**src/hdl/tss_pkg.sv**
```systemverilog
package tss_pkg;

    // Field widths fixed by the interface
    localparam int OP_W     = 3;
    localparam int HANDLE_W = 16;
    localparam int TIME_W   = 32;
    localparam int STATUS_W = 3;
    localparam int SLOT_W   = 4;
    localparam int KIND_W   = 2;

    // One tick fires at most this many slots
    localparam int MAX_RESULTS = 16;
    localparam int FIRED_W     = $clog2(MAX_RESULTS + 1);

    typedef logic [OP_W-1:0]     t_op;
    typedef logic [HANDLE_W-1:0] t_handle;
    typedef logic [TIME_W-1:0]   t_time;
    typedef logic [STATUS_W-1:0] t_status;
    typedef logic [SLOT_W-1:0]   t_slot;
    typedef logic [KIND_W-1:0]   t_kind;
    typedef logic [2:0]          t_cls;

    // Operation codes
    localparam t_op OP_TICK      = 3'd0;
    localparam t_op OP_ONE_ABS   = 3'd1;
    localparam t_op OP_ONE_REL   = 3'd2;
    localparam t_op OP_PERIODIC  = 3'd3;
    localparam t_op OP_LIMITED   = 3'd4;
    localparam t_op OP_CANCEL    = 3'd5;

    // Result status codes
    localparam t_status ST_OK         = 3'd0;
    localparam t_status ST_FULL       = 3'd1;
    localparam t_status ST_NOT_FOUND  = 3'd2;
    localparam t_status ST_FIRED      = 3'd3;
    localparam t_status ST_NONE_DUE   = 3'd4;
    localparam t_status ST_BAD_HANDLE = 3'd5;

    // Slot kinds
    localparam t_kind KIND_ONE_SHOT = 2'd0;
    localparam t_kind KIND_PERIODIC = 2'd1;
    localparam t_kind KIND_LIMITED  = 2'd2;

    // Decoded class of the current beat
    localparam t_cls CLS_TICK   = 3'd0;
    localparam t_cls CLS_ADD    = 3'd1;
    localparam t_cls CLS_CANCEL = 3'd2;
    localparam t_cls CLS_BAD    = 3'd3;
    localparam t_cls CLS_IGNORE = 3'd4;

    // One slot of the timer table as held in the RAM
    typedef struct packed {
        t_handle handle;
        t_kind   kind;
        t_time   due;
        t_time   period;
        t_time   limit;
        t_time   count;
    } t_entry;

    localparam int ENTRY_W = $bits(t_entry);

    // Controller to datapath
    typedef struct packed {
        logic    load;
        logic    scan_clr;
        logic    rd;
        logic    take;
        logic    step;
        logic    set_res;
        t_status res_code;
        logic    push;
        logic    push_last;
    } t_cmd;

    // Datapath to controller
    typedef struct packed {
        t_cls cls;
        logic hit;
        logic at_end;
        logic fired_full;
        logic pend_valid;
        logic out_free;
    } t_sts;

endpackage

```
**src/hdl/tss_ram.sv**
```systemverilog
module tss_ram #(
    parameter int WIDTH = 8,
    parameter int DEPTH = 16
) (
    input  logic                                   i_clk,
    input  logic                                   i_we,
    input  logic [((DEPTH > 1) ? $clog2(DEPTH) : 1)-1:0] i_waddr,
    input  logic [WIDTH-1:0]                       i_wdata,
    input  logic                                   i_re,
    input  logic [((DEPTH > 1) ? $clog2(DEPTH) : 1)-1:0] i_raddr,
    output logic [WIDTH-1:0]                       o_rdata
);

    logic [WIDTH-1:0] r_mem [DEPTH];
    logic [WIDTH-1:0] r_rdata;

    // Single write port, registered read port
    always_ff @(posedge i_clk) begin
        if (i_we) begin
            r_mem[i_waddr] <= i_wdata;
        end
        if (i_re) begin
            r_rdata <= r_mem[i_raddr];
        end
    end

    assign o_rdata = r_rdata;

endmodule

```
**src/hdl/tss_ctrl.sv**
```systemverilog
module tss_ctrl (
    input  logic          i_clk,
    input  logic          i_rst_n,
    input  logic          i_in_valid,
    output logic          o_in_ready,
    input  tss_pkg::t_sts i_sts,
    output tss_pkg::t_cmd o_cmd
);
    import tss_pkg::*;

    localparam logic [2:0] S_IDLE = 3'd0;
    localparam logic [2:0] S_DEC  = 3'd1;
    localparam logic [2:0] S_RD   = 3'd2;
    localparam logic [2:0] S_CHK  = 3'd3;
    localparam logic [2:0] S_OUT  = 3'd4;

    logic [2:0] r_state;
    logic [2:0] n_state;
    t_cmd       cmd;

    // Next state and command decode
    always_comb begin
        n_state = r_state;
        cmd     = '0;
        unique case (r_state)
            S_IDLE: begin
                if (i_in_valid) begin
                    cmd.load = 1'b1;
                    n_state  = S_DEC;
                end
            end
            S_DEC: begin
                if (i_sts.cls == CLS_IGNORE) begin
                    n_state = S_IDLE;
                end else if (i_sts.cls == CLS_BAD) begin
                    cmd.set_res  = 1'b1;
                    cmd.res_code = ST_BAD_HANDLE;
                    n_state      = S_OUT;
                end else begin
                    cmd.scan_clr = 1'b1;
                    n_state      = S_RD;
                end
            end
            S_RD: begin
                cmd.rd  = 1'b1;
                n_state = S_CHK;
            end
            S_CHK: begin
                if (i_sts.hit) begin
                    if (i_sts.cls == CLS_TICK) begin
                        // hold while the previous fired beat cannot leave
                        if (!(i_sts.pend_valid && !i_sts.out_free)) begin
                            cmd.push = i_sts.pend_valid;
                            cmd.take = 1'b1;
                            if (i_sts.fired_full || i_sts.at_end) begin
                                n_state = S_OUT;
                            end else begin
                                cmd.step = 1'b1;
                                n_state  = S_RD;
                            end
                        end
                    end else begin
                        cmd.take = 1'b1;
                        n_state  = S_OUT;
                    end
                end else if (i_sts.at_end) begin
                    if (i_sts.cls == CLS_CANCEL) begin
                        cmd.set_res  = 1'b1;
                        cmd.res_code = ST_NOT_FOUND;
                    end else if (i_sts.cls == CLS_ADD) begin
                        cmd.set_res  = 1'b1;
                        cmd.res_code = ST_FULL;
                    end
                    n_state = S_OUT;
                end else begin
                    cmd.step = 1'b1;
                    n_state  = S_RD;
                end
            end
            S_OUT: begin
                if (i_sts.out_free) begin
                    cmd.push      = 1'b1;
                    cmd.push_last = 1'b1;
                    n_state       = S_IDLE;
                end
            end
            default: begin
                n_state = S_IDLE;
            end
        endcase
    end

    // State register
    always_ff @(posedge i_clk) begin
        if (!i_rst_n) begin
            r_state <= S_IDLE;
        end else begin
            r_state <= n_state;
        end
    end

    assign o_in_ready = (r_state == S_IDLE);
    assign o_cmd      = cmd;

endmodule

```
**src/hdl/tss_dp.sv**
```systemverilog
module tss_dp #(
    parameter int NUM_SLOTS = 16
) (
    input  logic             i_clk,
    input  logic             i_rst_n,
    input  tss_pkg::t_cmd    i_cmd,
    output tss_pkg::t_sts    o_sts,
    input  tss_pkg::t_op     i_op,
    input  tss_pkg::t_handle i_handle,
    input  tss_pkg::t_time   i_time_value,
    input  tss_pkg::t_time   i_call_limit,
    input  tss_pkg::t_time   i_now,
    output logic             o_out_valid,
    input  logic             i_out_ready,
    output tss_pkg::t_status o_status,
    output tss_pkg::t_handle o_handle_out,
    output tss_pkg::t_slot   o_slot,
    output logic             o_last
);
    import tss_pkg::*;

    localparam int IDX_W = (NUM_SLOTS > 1) ? $clog2(NUM_SLOTS) : 1;

    // Latched beat
    t_cls    r_cls;
    t_op     r_op;
    t_handle r_handle;
    t_time   r_tv;
    t_time   r_limit;
    t_time   r_now;

    // Scan state
    logic [IDX_W-1:0]     r_idx;
    logic [FIRED_W-1:0]   r_fired;
    logic [NUM_SLOTS-1:0] r_used;

    // Result held back until the next one (or the end) is known
    logic    r_pend_valid;
    t_status r_pend_status;
    t_handle r_pend_handle;
    t_slot   r_pend_slot;

    // Output register
    logic    r_o_valid;
    t_status r_o_status;
    t_handle r_o_handle;
    t_slot   r_o_slot;
    logic    r_o_last;

    logic [ENTRY_W-1:0] rd_data;
    t_entry             ent;
    t_entry             wr_ent;
    t_entry             add_ent;
    t_entry             tick_ent;
    logic               used_i;
    logic               hit;
    logic               retire;
    logic               ram_we;
    logic               out_free;
    t_time              cnt1;
    t_cls               cls_in;

    // Decode the incoming beat
    always_comb begin
        unique case (i_op) inside
            OP_TICK: begin
                cls_in = CLS_TICK;
            end
            OP_ONE_ABS, OP_ONE_REL, OP_PERIODIC, OP_LIMITED: begin
                cls_in = (i_handle == '0) ? CLS_BAD : CLS_ADD;
            end
            OP_CANCEL: begin
                cls_in = (i_handle == '0) ? CLS_BAD : CLS_CANCEL;
            end
            default: begin
                cls_in = CLS_IGNORE;
            end
        endcase
    end

    assign ent    = t_entry'(rd_data);
    assign used_i = r_used[r_idx];

    // Slot match for the current class
    always_comb begin
        case (r_cls)
            CLS_TICK:   hit = used_i && !(ent.due > r_now);
            CLS_CANCEL: hit = used_i && (ent.handle == r_handle);
            CLS_ADD:    hit = !used_i;
            default:    hit = 1'b0;
        endcase
    end

    // Fired slot: bump count, reschedule or retire
    assign cnt1 = ent.count + 32'd1;

    always_comb begin
        case (ent.kind)
            KIND_PERIODIC: retire = 1'b0;
            KIND_LIMITED:  retire = (cnt1 >= ent.limit);
            default:       retire = 1'b1;
        endcase
    end

    always_comb begin
        tick_ent       = ent;
        tick_ent.due   = r_now + ent.period;
        tick_ent.count = cnt1;
    end

    // New slot built from the latched beat
    always_comb begin
        add_ent        = '0;
        add_ent.handle = r_handle;
        case (r_op)
            OP_PERIODIC: add_ent.kind = KIND_PERIODIC;
            OP_LIMITED:  add_ent.kind = KIND_LIMITED;
            default:     add_ent.kind = KIND_ONE_SHOT;
        endcase
        add_ent.due = (r_op == OP_ONE_ABS) ? r_tv : (r_now + r_tv);
        if (r_op == OP_PERIODIC || r_op == OP_LIMITED) begin
            add_ent.period = r_tv;
        end
        if (r_op == OP_LIMITED) begin
            add_ent.limit = r_limit;
        end
    end

    assign wr_ent = (r_cls == CLS_ADD) ? add_ent : tick_ent;
    assign ram_we = i_cmd.take &&
                    ((r_cls == CLS_ADD) || (r_cls == CLS_TICK && !retire));

    tss_ram #(
        .WIDTH (ENTRY_W),
        .DEPTH (NUM_SLOTS)
    ) u_ram (
        .i_clk   (i_clk),
        .i_we    (ram_we),
        .i_waddr (r_idx),
        .i_wdata (wr_ent),
        .i_re    (i_cmd.rd),
        .i_raddr (r_idx),
        .o_rdata (rd_data)
    );

    assign out_free = !r_o_valid || i_out_ready;

    // Control registers
    always_ff @(posedge i_clk) begin
        if (!i_rst_n) begin
            r_cls        <= CLS_IGNORE;
            r_idx        <= '0;
            r_fired      <= '0;
            r_used       <= '0;
            r_pend_valid <= 1'b0;
            r_o_valid    <= 1'b0;
        end else begin
            if (i_cmd.load) begin
                r_cls <= cls_in;
            end
            if (i_cmd.scan_clr) begin
                r_idx        <= '0;
                r_fired      <= '0;
                r_pend_valid <= 1'b0;
            end
            if (i_cmd.step) begin
                r_idx <= r_idx + 1'b1;
            end
            if (i_cmd.set_res || i_cmd.take) begin
                r_pend_valid <= 1'b1;
            end
            if (i_cmd.take) begin
                if (r_cls == CLS_TICK) begin
                    r_fired <= r_fired + 1'b1;
                    if (retire) begin
                        r_used[r_idx] <= 1'b0;
                    end
                end else if (r_cls == CLS_CANCEL) begin
                    r_used[r_idx] <= 1'b0;
                end else begin
                    r_used[r_idx] <= 1'b1;
                end
            end
            if (i_cmd.push) begin
                r_o_valid <= 1'b1;
            end else if (i_out_ready) begin
                r_o_valid <= 1'b0;
            end
        end
    end

    // Payload registers
    always_ff @(posedge i_clk) begin
        if (i_cmd.load) begin
            r_op     <= i_op;
            r_handle <= i_handle;
            r_tv     <= i_time_value;
            r_limit  <= i_call_limit;
            r_now    <= i_now;
        end
        if (i_cmd.set_res) begin
            r_pend_status <= i_cmd.res_code;
            r_pend_handle <= (i_cmd.res_code == ST_BAD_HANDLE) ? '0 : r_handle;
            r_pend_slot   <= '0;
        end else if (i_cmd.take) begin
            r_pend_status <= (r_cls == CLS_TICK) ? ST_FIRED : ST_OK;
            r_pend_handle <= (r_cls == CLS_TICK) ? ent.handle : r_handle;
            r_pend_slot   <= t_slot'(r_idx);
        end
        if (i_cmd.push) begin
            r_o_status <= r_pend_valid ? r_pend_status : ST_NONE_DUE;
            r_o_handle <= r_pend_valid ? r_pend_handle : '0;
            r_o_slot   <= r_pend_valid ? r_pend_slot : '0;
            r_o_last   <= i_cmd.push_last;
        end
    end

    assign o_sts.cls        = r_cls;
    assign o_sts.hit        = hit;
    assign o_sts.at_end     = (r_idx == IDX_W'(NUM_SLOTS - 1));
    assign o_sts.fired_full = (r_fired == FIRED_W'(MAX_RESULTS - 1));
    assign o_sts.pend_valid = r_pend_valid;
    assign o_sts.out_free   = out_free;

    assign o_out_valid  = r_o_valid;
    assign o_status     = r_o_status;
    assign o_handle_out = r_o_handle;
    assign o_slot       = r_o_slot;
    assign o_last       = r_o_last;

endmodule

```
**src/hdl/timer_slot_scheduler_core.sv**
```systemverilog
// Throughput: one beat at a time; each slot visited takes a RAM read, then a check and
// write-back, so a tick visits up to NUM_SLOTS slots and an add or cancel the slots up
// to the hit; an output stall can hold a tick scan or the final result.
// The last result is registered from the output state once the output register is free.
// Reset: synchronous, active low; all slots are free at once (per-slot valid flops).
module timer_slot_scheduler_core #(
    parameter int NUM_SLOTS = 16
) (
    input  logic             i_clk,
    input  logic             i_rst_n,
    input  logic             i_in_valid,
    output logic             o_in_ready,
    input  tss_pkg::t_op     i_op,
    input  tss_pkg::t_handle i_handle,
    input  tss_pkg::t_time   i_time_value,
    input  tss_pkg::t_time   i_call_limit,
    input  tss_pkg::t_time   i_now,
    output logic             o_out_valid,
    input  logic             i_out_ready,
    output tss_pkg::t_status o_status,
    output tss_pkg::t_handle o_handle_out,
    output tss_pkg::t_slot   o_slot,
    output logic             o_last
);
    import tss_pkg::*;

    t_cmd cmd;
    t_sts sts;

    tss_ctrl u_ctrl (
        .i_clk      (i_clk),
        .i_rst_n    (i_rst_n),
        .i_in_valid (i_in_valid),
        .o_in_ready (o_in_ready),
        .i_sts      (sts),
        .o_cmd      (cmd)
    );

    tss_dp #(
        .NUM_SLOTS (NUM_SLOTS)
    ) u_dp (
        .i_clk        (i_clk),
        .i_rst_n      (i_rst_n),
        .i_cmd        (cmd),
        .o_sts        (sts),
        .i_op         (i_op),
        .i_handle     (i_handle),
        .i_time_value (i_time_value),
        .i_call_limit (i_call_limit),
        .i_now        (i_now),
        .o_out_valid  (o_out_valid),
        .i_out_ready  (i_out_ready),
        .o_status     (o_status),
        .o_handle_out (o_handle_out),
        .o_slot       (o_slot),
        .o_last       (o_last)
    );

    // An accepted beat is decoded before another can be taken
    a_one_beat: assert property (@(posedge i_clk) disable iff (!i_rst_n)
        (i_in_valid && o_in_ready) |=> !o_in_ready)
        else $error("input taken twice in a row");

    // A fired slot always belongs to a live client
    a_fired_handle: assert property (@(posedge i_clk) disable iff (!i_rst_n)
        (o_out_valid && o_status == ST_FIRED) |-> (o_handle_out != '0))
        else $error("fired beat with free slot handle");

    // Nothing-due answer is a lone closing beat
    a_none_due: assert property (@(posedge i_clk) disable iff (!i_rst_n)
        (o_out_valid && o_status == ST_NONE_DUE) |-> (o_last && o_handle_out == '0))
        else $error("none due beat malformed");

    // Add and cancel answers are single beats
    a_single: assert property (@(posedge i_clk) disable iff (!i_rst_n)
        (o_out_valid && (o_status == ST_OK || o_status == ST_FULL ||
                         o_status == ST_NOT_FOUND || o_status == ST_BAD_HANDLE))
        |-> o_last)
        else $error("add or cancel answer not marked last");

endmodule

```
**config.mk**
```make
export PLATFORM = sky130hd
export DESIGN_NAME = timer_slot_scheduler_core
export DESIGN_NICKNAME = d
export VERILOG_FILES = /design/src/hdl/tss_pkg.sv /design/src/hdl/tss_ram.sv /design/src/hdl/tss_ctrl.sv /design/src/hdl/tss_dp.sv /design/src/hdl/timer_slot_scheduler_core.sv
export SDC_FILE = /design/constraint.sdc
export NUM_CORES = 2
export LEC_CHECK = 0
export ABC_CLOCK_PERIOD_IN_PS = 14700
export BUFFER_PORTS_ARGS = -buffer_cell sky130_fd_sc_hd__buf_4
export CAP_MARGIN = 20
export CORE_ASPECT_RATIO = 1.5
export CORE_MARGIN = 1
export CORE_UTILIZATION = 55
export CTS_BUF_LIST = sky130_fd_sc_hd__clkbuf_16
export DETAILED_ROUTE_END_ITERATION = 10
export GPL_TIMING_DRIVEN = 0
export PLACE_DENSITY = 0.71
export SYNTH_ARGS = -nofsm -noshare
export SYNTH_HDL_FRONTEND = slang
export SYNTH_SLANG_ARGS = --single-unit
export TNS_END_PERCENT = 100
```
**constraint.sdc**
```tcl
create_clock -name i_clk -period 14.7 [get_ports i_clk]
set_input_delay 2.205 -clock i_clk [delete_from_list [all_inputs] [get_ports i_clk]]
set_output_delay 2.205 -clock i_clk [all_outputs]
set_load 0.1 [all_outputs]
```
==> flow_summary_export.csv <==
group,metric,value,unit
placed_design,dpl_worst_slack,7460,ps
yosys,synth-seq-cells,2677,
clock_tree,cts_buffers,241,
drt,drc,0,
sta,setup_slack,7200,ps
drt,avgRoutedWirePerCell,34.1,um
yosys,ys_top_cells_by_area,"edfxtp_1, mux4_2, ha_1, nand2_1, dfxtp_1",
yosys,yosys.area.top_type_share,74.9,%
worst_setup_path,worstPathRequired,15260,ps
clock_tree,cts.clk_slew.worst_paths,70,ps
placed_design,hpwl,170000,um
worst_setup_path,critPathMostFrequentCell,"nor2_1",
drt,dr.pass1.iters,6,
grt,grt_usage,28.8,%
yosys,ys.flop_type,"edfxtp_1",
worst_setup_path,cp_slowest_stage_delay,630,ps
drt,vias,54500,
clock_tree,hold_buffers,0,
clock_tree,clock_path_buffers,4,
clock_tree,cts_setup_buffers,0,
sta,grt_setup_unrepaired,"false",
sta,tightest_slew,1530,ps
worst_setup_path,crit_chain,"nand2_1 > nor2_1 > nand4_1 > nor2_1 > nand4_1 > nor2_1 > nand3_1 > xnor2_1 > ha_1 > a21oi_1 > nor2b_1 > o21ai_0 > o2111ai_1 > o22ai_1 > a32oi_1 > clkbuf_1 > a21boi_0 > and3_4 > buf_16 > buf_16 > buf_12",
pwr,ir_drop,0.107,mV
yosys,syn_inst,4938,
finish,layout.cells.non_filler,8195,
clock_tree,cts_resized,0,
sta,min_period_over_period,51.0,%
die,initial_core_util,55.5,%
pwr,p_per_area,128,nW/um^2
sta,slew_violations,16,
die,fp.dieArea,194000,um^2
drt,vias_per_cell,6.66,
pwr,power.internal,12.3,mW
sta,finalHoldViolCount,0,
pwr,leakagePower,38.4,nW
worst_setup_path,cp_max_fo,37,
placed_design,io_buffers,144,
clock_tree,htreeDepth,4,
yosys,ys_warn_count,0,
pwr,p_comb_share,4.3,%
placed_design,post_dp_cell_area,113000,um^2
die,fp-row-count,196,
pwr,swShare,21.0,%
sta,clock_skew,65.5,ps
grt,grt_pass1_wl,395000,um
grt,grt.overflow.total,0,
finish,stdcell_area,121000,um^2
status,outcome,"finished with violations",
placed_design,place.gp.congestion,0.894,
finish,fin_util,63.6,%
status,violations,"max-slew violations",
yosys,synthMuxAreaShare,15.9,%
yosys,syn-num-nets,5192,
sta,fin_setup_tns,0,ps
sta,setup_viol,0,
worst_setup_path,critPathLaunchType,"flip-flop",
pwr,pwr-share-seq,55.0,%
grt,grt_max_degree,68,
grt,grt_pass1_vias,55400,
yosys,synthXorXnorAreaFrac,0.811,%
worst_setup_path,crit_path_end_kind,"flip-flop",
run,maxCapViolations,0,
die,pin_count,145,
finish,n_fill_cell,12500,
yosys,synth_compound_area_share,2.41,%
die,core-area,191000,um^2
clock_tree,cts_tree,"built",
finish,nets,5772,
worst_setup_path,critPathSlowestCell,"and3_4",
drt,drt_iter0_drc,7224,
worst_setup_path,crit_family,"simple AND/OR/NAND/NOR gates",
die,fp.dieH,539,um
die,die_w,360,um
hold_path,hp-class,"flip-flop to flip-flop",
finish,post_route_cells_drive_above_1_share,25.9,%
worst_setup_path,worst-path-buf-inv,4,
yosys,synth.cell_area,106000,um^2
yosys,synth_top_family_by_area,"multiplexers",
yosys,ys_types,71,
worst_setup_path,worstSetupPathType,"flip-flop to flip-flop",
pwr,p_sw,3.26,mW
yosys,async_reset_ff_share,0,%
finish,most-common-layout-cells,"edfxtp_1, mux4_2, clkbuf_16",
sta,min_period,7500,ps
yosys,synth_adder_area_share,1.61,%
placed_design,dpl.cell_count,7709,
yosys,syn_avg_cell_area,21.4,um^2
sta,relSlewSlack,-2.31,%
drt,wl,279000,um
yosys,synth_top_area_cell,"edfxtp_1",
clock_tree,cts_sinks,2677,
grt,antenna_found_initial,7,
worst_setup_path,crit_arrival,8060,ps
yosys,synth_edf_count,2640,
finish,area_growth,14.6,%
yosys,seq_area_frac_synth,75.6,%
clock_tree,clk_latency,920,ps
pwr,pwr-share-clk,40.7,%
clock_tree,cts_root_buf,"clkbuf_16",
finish,final_common_cell,"edfxtp_1",
sta,max_freq,0.133,GHz
yosys,synthSimpleGateAreaFrac,2.58,%
drt,final_antenna_net_count,0,
-- sequential cells by signal, indices dropped and copies added, names as in the netlist, 4 cells and up, named ones only --
name,flops
u_dp.r_idx,4
u_dp.r_fired,5
u_dp.r_pend_slot,4
u_dp.o_handle_out,16
u_dp.u_ram.r_mem,2336
u_dp.r_pend_handle,16
u_dp.r_now,32
u_dp.r_tv,32
u_dp.u_ram.o_rdata,146
u_dp.o_slot,4
u_dp.r_limit,32
u_dp.r_handle,16
-- Yosys cell counts, types with 6 or more instances --
cell / instances
edfxtp_1: 2640
mux4_2: 735
nand2_1: 207
clkbuf_1: 171
ha_1: 133
a21oi_1: 105
inv_1: 94
o21ai_0: 88
nor2_1: 80
and2_1: 66
xnor2_1: 65
buf_1: 43
a21o_1: 41
nand3_1: 39
nand4_1: 39
dfxtp_1: 37
and3_1: 35
a22o_1: 33
xor2_1: 33
a211oi_1: 26
mux2i_1: 24
nor3_1: 23
nor2b_1: 22
nand2b_1: 17
o21a_1: 13
o21bai_1: 10
a31oi_1: 8
nor4_1: 8
o211ai_1: 8
o31ai_1: 8
a21boi_0: 6
a22oi_1: 6
o31a_1: 6
-- stage by stage --
| step | hold slack (ps) | power [mW] |
|---|---|---|
| 2_1_floorplan | 435 | 9.07 |
| 3_3_place_gp | 443 | 9.31 |
| 3_5_place_dp | 459 | 9.35 |
| 4_1_cts | 467 | 15.6 |
| 5_1_grt | 481 | 15.9 |
| 6_report | 471 | 15.5 |
-- layer usage --
metal	vias up	wire, um	GRT usage, %	share of wire (%)
li1	21800	-	-	-
met1	28700	102000	37.9	36
met2	3363	138000	47.4	49
met3	676	25400	4.73	9.1
met4	4	14400	13.3	5.1
met5	-	27	0	0.0097
-- final cells by class --
class                      count  area (um^2)  share of cell area (%)
sequential                  2677        80000                    65.9
multi-input combinational   1944        24800                    20.4
clock buffer                 243         6080                    5.01
timing repair buffer         337         4400                    3.62
tap                         2475         3100                    2.55
clock inverter               198         1780                    1.47
buffer                       223          883                   0.728
inverter                      94          358                   0.295
antenna                        4         10.0                 0.00825
-- cells by family after synthesis --
kind of cell	after synthesis
flip-flops	2677
multiplexers	760
AND/OR/NAND/NOR	559
AO/OA/AOI/OAI	392
buffers and inverters	317
adder cells (fa/ha/maj)	135
XOR/XNOR	98
-- worst min-delay path, cell delays in order, from the launching register on --
cell and delay (ps):
dfxtp_1 310, nand2_1 50, mux2i_1 60
-- power by group through the flow --
stage	sequential [mW]	clock, mW	combinational, mW
4_1_cts	8.55	6.38	0.641
3_5_place_dp	8.72	0	0.636
3_3_place_gp	8.74	0	0.577
2_1_floorplan	8.69	0	0.376
6_report	8.55	6.33	0.665
5_1_grt	8.55	6.65	0.706
-- final timing paths --
check	cells past startpoint	to	from	slack (ps)
worst max-delay path	21	u_dp.u_ram.r_mem[4][85]	u_dp.u_ram.o_rdata[0]	7200
worst min-delay path	2	flip-flop	flip-flop	470
worst max register to register	21	u_dp.u_ram.r_mem[4][85]	u_dp.u_ram.o_rdata[0]	7200
worst min register to register	2	flip-flop	flip-flop	470
(Power assumes the default switching activity.)
